**src/hw/rtl/utf8_stream_transcoder_assert.svh**
```systemverilog
// Assertion macros for the transcoder. Both expect signals named clock and reset in scope.
`ifndef UTF8_STREAM_TRANSCODER_ASSERT_SVH
`define UTF8_STREAM_TRANSCODER_ASSERT_SVH

// The consequent must hold in the same cycle as the antecedent.
`define UTF8ST_ASSERT_SAME(label, ante, cons, msg) \
   label: assert property (@(posedge clock) disable iff (reset) (ante) |-> (cons)) \
      else $error(msg);

// The consequent must hold in the cycle after the antecedent.
`define UTF8ST_ASSERT_NEXT(label, ante, cons, msg) \
   label: assert property (@(posedge clock) disable iff (reset) (ante) |=> (cons)) \
      else $error(msg);

`endif

```
**src/hw/rtl/utf8st_pkg.sv**
```systemverilog
`timescale 1ns / 1ps
package utf8st_pkg;

   localparam int BYTE_W    = 8;
   localparam int UNIT_W    = 21;
   localparam int ERR_W     = 3;
   localparam int LEN_W     = 3;
   localparam int FORM_W    = 2;
   localparam int MAX_BYTES = 4;
   localparam int QUEUE_DEPTH_DEF = 4;

   localparam logic [FORM_W-1:0] FORM_UTF32 = 2'd0;
   localparam logic [FORM_W-1:0] FORM_UTF16 = 2'd1;
   localparam logic [FORM_W-1:0] FORM_UTF8  = 2'd2;

   localparam logic [UNIT_W-1:0] CP_LIMIT  = 21'h110000;
   localparam logic [UNIT_W-1:0] SUPP_BASE = 21'h010000;
   localparam logic [UNIT_W-1:0] HI_SURR   = 21'h00D800;
   localparam logic [UNIT_W-1:0] LO_SURR   = 21'h00DC00;

   typedef enum logic [ERR_W-1:0] {
      ERR_NONE     = 3'd0,
      ERR_BAD_LEAD = 3'd1,
      ERR_BAD_CONT = 3'd2,
      ERR_TRUNC    = 3'd3,
      ERR_RANGE    = 3'd4
   } err_type;

   typedef enum logic [1:0] {
      ACT_NONE,
      ACT_ERROR,
      ACT_DONE
   } action_type;

   typedef struct packed {
      logic                                 pre_err;
      action_type                           act;
      err_type                              err;
      logic [FORM_W-1:0]                    form;
      logic [LEN_W-1:0]                     len;
      logic [UNIT_W-1:0]                    cp;
      logic [MAX_BYTES-1:0][BYTE_W-1:0]     bytes;
   } job_type;

   typedef struct packed {
      logic [UNIT_W-1:0] value;
      err_type           err;
   } item_type;

endpackage

```
**src/hw/rtl/utf8st_if.sv**
```systemverilog
`timescale 1ns / 1ps
interface utf8st_req_if import utf8st_pkg::*; ();
   logic              valid;
   logic              ready;
   logic [BYTE_W-1:0] in_byte;
   logic              end_of_stream;

   modport source (output valid, in_byte, end_of_stream, input ready);
   modport sink (input valid, in_byte, end_of_stream, output ready);
endinterface

interface utf8st_rsp_if import utf8st_pkg::*; ();
   logic              valid;
   logic              ready;
   logic [UNIT_W-1:0] unit_value;
   logic [ERR_W-1:0]  error_kind;
   logic              last_of_run;

   modport source (output valid, unit_value, error_kind, last_of_run, input ready);
   modport sink (input valid, unit_value, error_kind, last_of_run, output ready);
endinterface

```
**src/hw/rtl/utf8st_front.sv**
```systemverilog
`timescale 1ns / 1ps
module utf8st_front import utf8st_pkg::*; (
   input  logic              clock,
   input  logic              reset,
   utf8st_req_if.sink        req,
   input  logic [FORM_W-1:0] form,
   input  logic              q_full,
   output logic              push,
   output job_type           push_job
);

   logic [LEN_W-1:0]                 exp_ff, exp_in;
   logic [LEN_W-1:0]                 rcv_ff, rcv_in;
   logic [UNIT_W-1:0]                partial_ff, partial_in;
   logic [MAX_BYTES-1:0][BYTE_W-1:0] held_ff, held_in;

   logic              accept;
   logic [BYTE_W-1:0] b;
   logic              is_cont;
   logic [LEN_W-1:0]  lead_len;
   logic [UNIT_W-1:0] lead_bits;
   logic [LEN_W-1:0]  cnt_next;
   logic [UNIT_W-1:0] new_cp;
   logic              held_we;
   logic [1:0]        held_idx;
   job_type           job;

   assign req.ready = !q_full;
   assign accept    = req.valid && req.ready;
   assign b         = req.in_byte;
   assign is_cont   = (b[7:6] == 2'b10);
   assign cnt_next  = rcv_ff + LEN_W'(1);
   assign new_cp    = {partial_ff[UNIT_W-7:0], b[5:0]};

   always_comb begin
      lead_len  = '0;
      lead_bits = '0;
      if (!b[7]) begin
         lead_len  = LEN_W'(1);
         lead_bits = UNIT_W'(b);
      end else if (b[7:5] == 3'b110) begin
         lead_len  = LEN_W'(2);
         lead_bits = UNIT_W'(b[4:0]);
      end else if (b[7:4] == 4'b1110) begin
         lead_len  = LEN_W'(3);
         lead_bits = UNIT_W'(b[3:0]);
      end else if (b[7:3] == 5'b11110) begin
         lead_len  = LEN_W'(4);
         lead_bits = UNIT_W'(b[2:0]);
      end
   end

   always_comb begin
      exp_in     = exp_ff;
      rcv_in     = rcv_ff;
      partial_in = partial_ff;
      held_we    = 1'b0;
      held_idx   = '0;
      job        = '0;
      job.act    = ACT_NONE;
      job.err    = ERR_NONE;
      job.form   = form;
      if (exp_ff != '0 && is_cont) begin
         held_we  = 1'b1;
         held_idx = rcv_ff[1:0];
         if (cnt_next >= exp_ff) begin
            job.act = ACT_DONE;
            job.cp  = new_cp;
            job.len = exp_ff;
            exp_in  = '0;
            rcv_in  = '0;
         end else if (req.end_of_stream) begin
            job.act = ACT_ERROR;
            job.err = ERR_TRUNC;
            exp_in  = '0;
            rcv_in  = '0;
         end else begin
            rcv_in     = cnt_next;
            partial_in = new_cp;
         end
      end else begin
         job.pre_err = (exp_ff != '0);
         exp_in      = '0;
         rcv_in      = '0;
         if (lead_len == '0) begin
            job.act = ACT_ERROR;
            job.err = ERR_BAD_LEAD;
         end else begin
            held_we = 1'b1;
            if (lead_len == LEN_W'(1)) begin
               job.act = ACT_DONE;
               job.cp  = lead_bits;
               job.len = lead_len;
            end else if (req.end_of_stream) begin
               job.act = ACT_ERROR;
               job.err = ERR_TRUNC;
            end else begin
               exp_in     = lead_len;
               rcv_in     = LEN_W'(1);
               partial_in = lead_bits;
            end
         end
      end
      held_in = held_ff;
      if (held_we) begin
         held_in[held_idx] = b;
      end
      job.bytes = held_in;
   end

   assign push     = accept && (job.pre_err || job.act != ACT_NONE);
   assign push_job = job;

   always_ff @(posedge clock) begin
      if (reset) begin
         exp_ff <= '0;
         rcv_ff <= '0;
      end else if (accept) begin
         exp_ff <= exp_in;
         rcv_ff <= rcv_in;
      end
   end

   always_ff @(posedge clock) begin
      if (accept) begin
         partial_ff <= partial_in;
         held_ff    <= held_in;
      end
   end

endmodule

```
**src/hw/rtl/utf8st_queue.sv**
```systemverilog
`timescale 1ns / 1ps
module utf8st_queue import utf8st_pkg::*; #(
   parameter int QUEUE_DEPTH = QUEUE_DEPTH_DEF
) (
   input  logic    clock,
   input  logic    reset,
   input  logic    push,
   input  job_type push_job,
   output logic    full,
   input  logic    pop,
   output logic    pop_valid,
   output job_type pop_job
);

   localparam int PTR_W = (QUEUE_DEPTH > 1) ? $clog2(QUEUE_DEPTH) : 1;
   localparam int CNT_W = $clog2(QUEUE_DEPTH + 1);
   localparam logic [PTR_W-1:0] LAST_PTR = PTR_W'(QUEUE_DEPTH - 1);

   job_type            mem_ff [QUEUE_DEPTH];
   logic [PTR_W-1:0]   wr_ptr_ff, wr_ptr_in;
   logic [PTR_W-1:0]   rd_ptr_ff, rd_ptr_in;
   logic [CNT_W-1:0]   count_ff, count_in;
   logic               do_push, do_pop;

   assign full      = (count_ff == CNT_W'(QUEUE_DEPTH));
   assign pop_valid = (count_ff != '0);
   assign pop_job   = mem_ff[rd_ptr_ff];
   assign do_push   = push && !full;
   assign do_pop    = pop && pop_valid;

   always_comb begin
      wr_ptr_in = wr_ptr_ff;
      rd_ptr_in = rd_ptr_ff;
      count_in  = count_ff;
      if (do_push) begin
         wr_ptr_in = (wr_ptr_ff == LAST_PTR) ? '0 : wr_ptr_ff + PTR_W'(1);
      end
      if (do_pop) begin
         rd_ptr_in = (rd_ptr_ff == LAST_PTR) ? '0 : rd_ptr_ff + PTR_W'(1);
      end
      if (do_push && !do_pop) begin
         count_in = count_ff + CNT_W'(1);
      end else if (do_pop && !do_push) begin
         count_in = count_ff - CNT_W'(1);
      end
   end

   always_ff @(posedge clock) begin
      if (reset) begin
         wr_ptr_ff <= '0;
         rd_ptr_ff <= '0;
         count_ff  <= '0;
      end else begin
         wr_ptr_ff <= wr_ptr_in;
         rd_ptr_ff <= rd_ptr_in;
         count_ff  <= count_in;
      end
   end

   always_ff @(posedge clock) begin
      if (do_push) begin
         mem_ff[wr_ptr_ff] <= push_job;
      end
   end

endmodule

```
**src/hw/rtl/utf8st_back.sv**
```systemverilog
`timescale 1ns / 1ps
module utf8st_back import utf8st_pkg::*; (
   input  logic    clock,
   input  logic    reset,
   input  logic    job_valid,
   input  job_type job,
   output logic    pop,
   utf8st_rsp_if.source rsp
);

   item_type          items [MAX_BYTES];
   logic [LEN_W-1:0]  n_items;
   logic [LEN_W-1:0]  k;
   logic [UNIT_W-1:0] v;

   logic [1:0]        idx_ff, idx_in;
   logic              valid_ff, valid_in;
   item_type          item_ff, item_in;
   logic              last_ff, last_in;
   logic              load;
   logic              is_last;

   always_comb begin
      for (int i = 0; i < MAX_BYTES; i++) begin
         items[i] = '{value: '0, err: ERR_NONE};
      end
      k = '0;
      v = job.cp - SUPP_BASE;
      if (job.pre_err) begin
         items[0] = '{value: '0, err: ERR_BAD_CONT};
         k = LEN_W'(1);
      end
      case (job.act)
         ACT_ERROR: begin
            items[k[1:0]] = '{value: '0, err: job.err};
            k = k + LEN_W'(1);
         end
         ACT_DONE: begin
            case (job.form)
               FORM_UTF8: begin
                  for (int i = 0; i < MAX_BYTES; i++) begin
                     if (LEN_W'(i) < job.len) begin
                        items[k[1:0]] = '{value: UNIT_W'(job.bytes[i]), err: ERR_NONE};
                        k = k + LEN_W'(1);
                     end
                  end
               end
               FORM_UTF16: begin
                  if (job.cp >= CP_LIMIT) begin
                     items[k[1:0]] = '{value: '0, err: ERR_RANGE};
                     k = k + LEN_W'(1);
                  end else if (job.cp < SUPP_BASE) begin
                     items[k[1:0]] = '{value: job.cp, err: ERR_NONE};
                     k = k + LEN_W'(1);
                  end else begin
                     items[k[1:0]] = '{value: HI_SURR | UNIT_W'(v[19:10]), err: ERR_NONE};
                     k = k + LEN_W'(1);
                     items[k[1:0]] = '{value: LO_SURR | UNIT_W'(v[9:0]), err: ERR_NONE};
                     k = k + LEN_W'(1);
                  end
               end
               default: begin
                  items[k[1:0]] = '{value: job.cp, err: ERR_NONE};
                  k = k + LEN_W'(1);
               end
            endcase
         end
         default: begin
         end
      endcase
      n_items = k;
   end

   assign load    = job_valid && (!valid_ff || rsp.ready);
   assign is_last = (LEN_W'(idx_ff) + LEN_W'(1) == n_items);
   assign pop     = load && is_last;

   always_comb begin
      idx_in   = idx_ff;
      valid_in = valid_ff;
      item_in  = item_ff;
      last_in  = last_ff;
      if (load) begin
         valid_in = 1'b1;
         item_in  = items[idx_ff];
         last_in  = is_last;
         idx_in   = is_last ? '0 : idx_ff + 2'd1;
      end else if (rsp.ready) begin
         valid_in = 1'b0;
      end
   end

   always_ff @(posedge clock) begin
      if (reset) begin
         idx_ff   <= '0;
         valid_ff <= 1'b0;
      end else begin
         idx_ff   <= idx_in;
         valid_ff <= valid_in;
      end
   end

   always_ff @(posedge clock) begin
      item_ff <= item_in;
      last_ff <= last_in;
   end

   assign rsp.valid       = valid_ff;
   assign rsp.unit_value  = item_ff.value;
   assign rsp.error_kind  = ERR_W'(item_ff.err);
   assign rsp.last_of_run = last_ff;

endmodule

```
**src/hw/rtl/utf8_stream_transcoder.sv**
```systemverilog
`timescale 1ns / 1ps
// Streaming UTF-8 decoder. Bytes enter on req_chan and each beat is classified at once, so the
// input takes one byte per cycle while the job queue has room. Every beat that produces output
// becomes one queued job, and the result side spends one cycle per result beat while rsp_chan is
// ready: one beat for a code point or error, two for a surrogate pair, and up to four when the
// original bytes are passed through. A run of bytes that produce one result each flows at one
// byte per cycle while rsp_chan is ready; multi-result bytes hold the input back only once the
// queue of QUEUE_DEPTH jobs fills. A result goes through the job queue, then the output register.
// The output form in csr_wdata should be written only while no results are pending.
`include "utf8_stream_transcoder_assert.svh"
module utf8_stream_transcoder import utf8st_pkg::*; #(
   parameter int QUEUE_DEPTH = QUEUE_DEPTH_DEF
) (
   input  logic              clock,
   input  logic              reset,
   utf8st_req_if.sink        req_chan,
   utf8st_rsp_if.source      rsp_chan,
   input  logic              csr_we,
   input  logic [FORM_W-1:0] csr_wdata
);

   logic [FORM_W-1:0] form_ff, form_in;
   logic              q_full;
   logic              q_push;
   job_type           q_push_job;
   logic              q_pop;
   logic              q_valid;
   job_type           q_job;

   assign form_in = csr_we ? csr_wdata : form_ff;

   always_ff @(posedge clock) begin
      if (reset) begin
         form_ff <= FORM_UTF32;
      end else begin
         form_ff <= form_in;
      end
   end

   utf8st_front u_front (
      .clock    (clock),
      .reset    (reset),
      .req      (req_chan),
      .form     (form_ff),
      .q_full   (q_full),
      .push     (q_push),
      .push_job (q_push_job)
   );

   utf8st_queue #(
      .QUEUE_DEPTH (QUEUE_DEPTH)
   ) u_queue (
      .clock     (clock),
      .reset     (reset),
      .push      (q_push),
      .push_job  (q_push_job),
      .full      (q_full),
      .pop       (q_pop),
      .pop_valid (q_valid),
      .pop_job   (q_job)
   );

   utf8st_back u_back (
      .clock     (clock),
      .reset     (reset),
      .job_valid (q_valid),
      .job       (q_job),
      .pop       (q_pop),
      .rsp       (rsp_chan)
   );

   `UTF8ST_ASSERT_SAME(a_err_value_zero, rsp_chan.valid && rsp_chan.error_kind != ERR_NONE, rsp_chan.unit_value == '0, "Error beat carries a nonzero value.")
   `UTF8ST_ASSERT_SAME(a_err_known, rsp_chan.valid, rsp_chan.error_kind <= ERR_RANGE, "Unknown error kind.")
   `UTF8ST_ASSERT_SAME(a_utf16_width, rsp_chan.valid && rsp_chan.error_kind == ERR_NONE && form_ff == FORM_UTF16, rsp_chan.unit_value[UNIT_W-1:16] == '0, "UTF-16 unit wider than 16 bits.")
   `UTF8ST_ASSERT_NEXT(a_push_lands, q_push, q_valid, "Queued job not visible to the back end.")

endmodule

```
**src/flat_wrapper.sv**
```systemverilog
// flat-port wrapper written by rule: the top's interface ports become plain ports
module utf8_stream_transcoder_flat import utf8st_pkg::*;
#(
   parameter int QUEUE_DEPTH = QUEUE_DEPTH_DEF
)
  (clock, reset, csr_we, csr_wdata, req_chan_valid, req_chan_in_byte, req_chan_end_of_stream, req_chan_ready, rsp_chan_valid, rsp_chan_unit_value, rsp_chan_error_kind, rsp_chan_last_of_run, rsp_chan_ready);
  utf8st_req_if req_chan_i ();
  utf8st_rsp_if rsp_chan_i ();
  input  logic clock;
  input  logic reset;
  input  logic csr_we;
  input  logic [FORM_W-1:0] csr_wdata;
  input wire logic [$bits(req_chan_i.valid)-1:0] req_chan_valid;
  input wire logic [$bits(req_chan_i.in_byte)-1:0] req_chan_in_byte;
  input wire logic [$bits(req_chan_i.end_of_stream)-1:0] req_chan_end_of_stream;
  output wire logic [$bits(req_chan_i.ready)-1:0] req_chan_ready;
  output wire logic [$bits(rsp_chan_i.valid)-1:0] rsp_chan_valid;
  output wire logic [$bits(rsp_chan_i.unit_value)-1:0] rsp_chan_unit_value;
  output wire logic [$bits(rsp_chan_i.error_kind)-1:0] rsp_chan_error_kind;
  output wire logic [$bits(rsp_chan_i.last_of_run)-1:0] rsp_chan_last_of_run;
  input wire logic [$bits(rsp_chan_i.ready)-1:0] rsp_chan_ready;
  assign req_chan_i.valid = req_chan_valid;
  assign req_chan_i.in_byte = req_chan_in_byte;
  assign req_chan_i.end_of_stream = req_chan_end_of_stream;
  assign req_chan_ready = req_chan_i.ready;
  assign rsp_chan_valid = rsp_chan_i.valid;
  assign rsp_chan_unit_value = rsp_chan_i.unit_value;
  assign rsp_chan_error_kind = rsp_chan_i.error_kind;
  assign rsp_chan_last_of_run = rsp_chan_i.last_of_run;
  assign rsp_chan_i.ready = rsp_chan_ready;
  utf8_stream_transcoder #(.QUEUE_DEPTH(QUEUE_DEPTH)) u_core (.clock(clock), .reset(reset), .req_chan(req_chan_i), .rsp_chan(rsp_chan_i), .csr_we(csr_we), .csr_wdata(csr_wdata));
endmodule
```
**config.mk**
```make
export PLATFORM = sky130hd
export DESIGN_NAME = utf8_stream_transcoder_flat
export DESIGN_NICKNAME = d
export VERILOG_FILES = /design/src/hw/rtl/utf8st_pkg.sv /design/src/hw/rtl/utf8st_if.sv /design/src/hw/rtl/utf8st_front.sv /design/src/hw/rtl/utf8st_queue.sv /design/src/hw/rtl/utf8st_back.sv /design/src/hw/rtl/utf8_stream_transcoder.sv /design/src/flat_wrapper.sv
export VERILOG_INCLUDE_DIRS = /design/src /design/src/hw/rtl
export SDC_FILE = /design/constraint.sdc
export NUM_CORES = 1
export LEC_CHECK = 0
export BUFFER_PORTS_ARGS = -buffer_cell sky130_fd_sc_hd__clkbuf_2
export CAP_MARGIN = 20
export CORE_ASPECT_RATIO = 1.2
export CORE_MARGIN = 2
export CORE_UTILIZATION = 62
export DETAILED_ROUTE_END_ITERATION = 8
export GPL_ROUTABILITY_DRIVEN = 0
export GPL_TIMING_DRIVEN = 0
export PLACE_DENSITY = 0.76
export SLEW_MARGIN = 20
export SYNTH_ARGS = -nofsm -noshare
export SYNTH_HDL_FRONTEND = slang
export SYNTH_SLANG_ARGS = --single-unit
export TNS_END_PERCENT = 100
```
**constraint.sdc**
```tcl
create_clock -name clock -period 7 [get_ports clock]
set_input_delay 0.7 -clock clock [delete_from_list [all_inputs] [get_ports clock]]
set_output_delay 0.7 -clock clock [all_outputs]
set_load 0.01 [all_outputs]
```
==> impl_metrics.csv <==
group,metric,value,unit
sta,fmax,153,MHz
clock_network,path_clk_slew,60,ps
global_routing,antenna_found_initial,0,
critical_path,r2r_cells,27,
synthesis,avgSynthCellArea,14.5,um2
routing,drc_errors,0,
sta,final.setup.tns,0,ps
synthesis,syn_area,0.0157,mm2
clock_network,cts_setup_buffers,0,
synthesis,synth_edf_count,320,
clock_network,cts_made_buffers,31,
synthesis,synth_warnings,0,
die,die-area,0.0267,mm2
synthesis,synth_top_area_share,61.0,%
synthesis,synth_ff_type,"edfxtp_1",
clock_network,cts_root_buf,"clkbuf_16",
synthesis,async_flop_share,0,%
sta,relSlewSlack,34.1,%
synthesis,yosys.cell_types.count,79,
routing,wl_per_cell,23.1,um
synthesis,ys_seq_area_share,63.6,%
place,place_ws,160,ps
sta,hold_viol,0,
critical_path,start_kind,"register",
status,outcome,"finished, final reports clean",
die,io_pins,43,
synthesis,ys_seq_elements,340,
layout,nets,1213,
place,dp_cells,1459,
layout,drive_gt1_share,19.1,%
power,power,6.13,mW
routing,drtIter0Drc,948,
sta,finalSetupViolCount,0,
die,core,0.0248,mm2
routing,antenna_left,0,
critical_path,criticalPathCategory,"reg -> reg",
layout,utilization,70.2,%
clock_network,h-tree-depth,1,
routing,via_per_inst,6.41,
clock_network,cts_tree,"built",
sta,setup_ws,448,ps
layout,synthToLayoutAreaGrowth,10.7,%
sta,finalCritPeriodShare,93.6,%
min_path,hold_path.class,"in -> reg",
power,powerDensity,352,mW/mm2
routing,vias,9699,
sta,finalClockSkew,17.3,ps
run,cap_violations,0,
synthesis,yosys.area.top_type,"edfxtp_1",
sta,slew_violations,0,
sta,holdWs,396,ps
global_routing,grt_pass1_vias,9284,
synthesis,syn_nets,1135,
critical_path,required,7470,ps
clock_network,clkLatencyLatePin,550,ps
layout,finalInstanceArea,0.0174,mm2
global_routing,grt_usage,27.1,%
die,start_util,63.4,%
layout,finalNonFillerCells,1514,
place,hpwl,24100,um
clock_network,cts_sinks,340,
synthesis,synth_commonest_cells,"edfxtp_1, nand2_1, nor2_1, mux4_2, a21oi_1",
power,peakVddDrop,0.271,mV
place,postPlaceCellArea,0.0165,mm2
sta,tightest_slew,987,ps
global_routing,grt_overflow_total,0,
clock_network,cts_buffer_depth,3,
die,fp-row-count,63,
synthesis,yosysMostFrequentCell,"edfxtp_1",
die,die_w,149,um
layout,final.fill_count,1692,
critical_path,crit_fanout,12,
routing,drt_first_pass_iters,5,
min_path,hold_depth,3,
die,die_h,179,um
critical_path,crit_arrival,7030,ps
synthesis,synthTopCellsByArea,"edfxtp_1, mux4_2, dfxtp_1",
global_routing,grt_start_max_net_pins,38,
critical_path,end_kind,"register",
layout,num_antenna_cells,0,
power,leakagePower,5.70,nW
routing,wl,35000,um
global_routing,grt_first_pass_wirelength,54300,um
place,port_buffers,38,
synthesis,syn-instance-count,1089,
sta,rsz0062_at_grt,"false",
sta,final.min_clock_period,6550,ps
==> report_power, final <==
group	switching, mW	internal [mW]	leakage [nW]	total (mW)
clock	0.687	0.860	0.451	1.55
sequential	0.0705	2.53	3.01	2.60
combinational	1.26	0.722	2.24	1.98
==> worst paths after layout <==
path / start / to / slack (ps)
hold reg to reg: u_core.u_back.rsp.valid / u_core.u_back.rsp.valid / 470
setup reg to reg: register / u_core.u_queue.count_ff[2] / 450
setup / recovery: register / u_core.u_queue.count_ff[2] / 450
hold / removal: csr_wdata[0] / u_core.form_ff[0] / 400
==> layout by cell type (no fill, tap or decap), types with 6 or more instances in the layout <==
cell       count
edfxtp_1     320
nand2_1       74
nor2_1        72
mux4_2        61
clkbuf_1      52
a21oi_1       50
o21ai_0       43
clkbuf_2      40
and2_1        38
clkbuf_16     31
ha_1          29
mux2_2        28
inv_1         25
nor2b_1       21
nand3_1       20
dfxtp_1       20
a31oi_1       18
and3_1        17
a221oi_1      14
buf_2         13
nor3_1        11
a21o_1         9
mux2i_1        9
o21a_1         9
a22oi_1        9
or2_2          7
a211oi_1       7
nand2b_1       6
or3_1          6
a311oi_1       6
==> repair_timing <==
action	CTS	global route
hold buffers	0	0
endpoints found under the hold margin	0	0
gates resized for setup	0	5
setup endpoints to repair	0	3
==> worst max-delay path: stages, from the launching register on <==
cell and delay [ps]:
dfxtp_1 350, buf_6 180, buf_6 210, buf_6 210, mux2_2 420, clkbuf_2 250, clkbuf_2 300, ha_1 350
clkbuf_1 200, o21a_1 200, clkbuf_1 210, or2_2 370, ha_1 320, nand2_1 70, o21a_1 160, ha_1 270
and3b_1 160, a311oi_1 390, nand3_1 190, o211ai_2 260, nor3_4 100, inv_1 80, ha_1 170, inv_1 60
fa_1 370, xor2_1 180, or3_1 310, a21oi_1 140
==> registers in the layout (all words and copies together), names as in the netlist, named ones only <==
signal / flops
u_core.form_ff: 2
u_core.u_back.idx_ff: 2
u_core.u_back.rsp.error_kind: 3
u_core.u_back.rsp.last_of_run: 1
u_core.u_back.rsp.unit_value: 21
u_core.u_back.rsp.valid: 1
u_core.u_front.exp_ff: 3
u_core.u_front.held_ff: 32
u_core.u_front.partial_ff: 15
u_core.u_front.rcv_ff: 3
u_core.u_queue.count_ff: 3
u_core.u_queue.mem_ff: 248
u_core.u_queue.rd_ptr_ff: 2
u_core.u_queue.wr_ptr_ff: 2
==> area by class of cell <==
| class | instances | area [um2] | area share, % |
|---|---|---|---|
| clock inverter | 8 | 51.3 | 0.294 |
| timing repair buffer | 45 | 325 | 1.87 |
| sequential | 340 | 10000 | 57.4 |
| tap | 325 | 407 | 2.33 |
| buffer | 62 | 284 | 1.63 |
| clock buffer | 47 | 876 | 5.03 |
| inverter | 27 | 101 | 0.581 |
| multi-input combinational | 660 | 5380 | 30.8 |
==> layer usage <==
metal  global-route usage (%)  vias up  part of all wire [%]
li1                         -     4421                     -
met5                        0        -                     0
met3                     4.17       85                   7.1
met1                     37.4     4799                    41
met4                     9.09        0                   3.5
met2                     44.6      394                    49
==> cell families (layout without fill, tap and decap cells) <==
logic type / count (synthesis) / count (layout) / share of synthesized area, %
buffers and inverters: 89 / 189 / 2.43
flip-flops: 340 / 340 / 63.6
adder cells (fa/ha/maj): 32 / 32 / 2.56
AO/OA/AOI/OAI: 215 / 215 / 9.44
AND/OR/NAND/NOR: 306 / 306 / 10.1
multiplexers: 100 / 100 / 11.5
XOR/XNOR: 7 / 7 / 0.437
No activity file was read; power rests on OpenSTA's default activity.
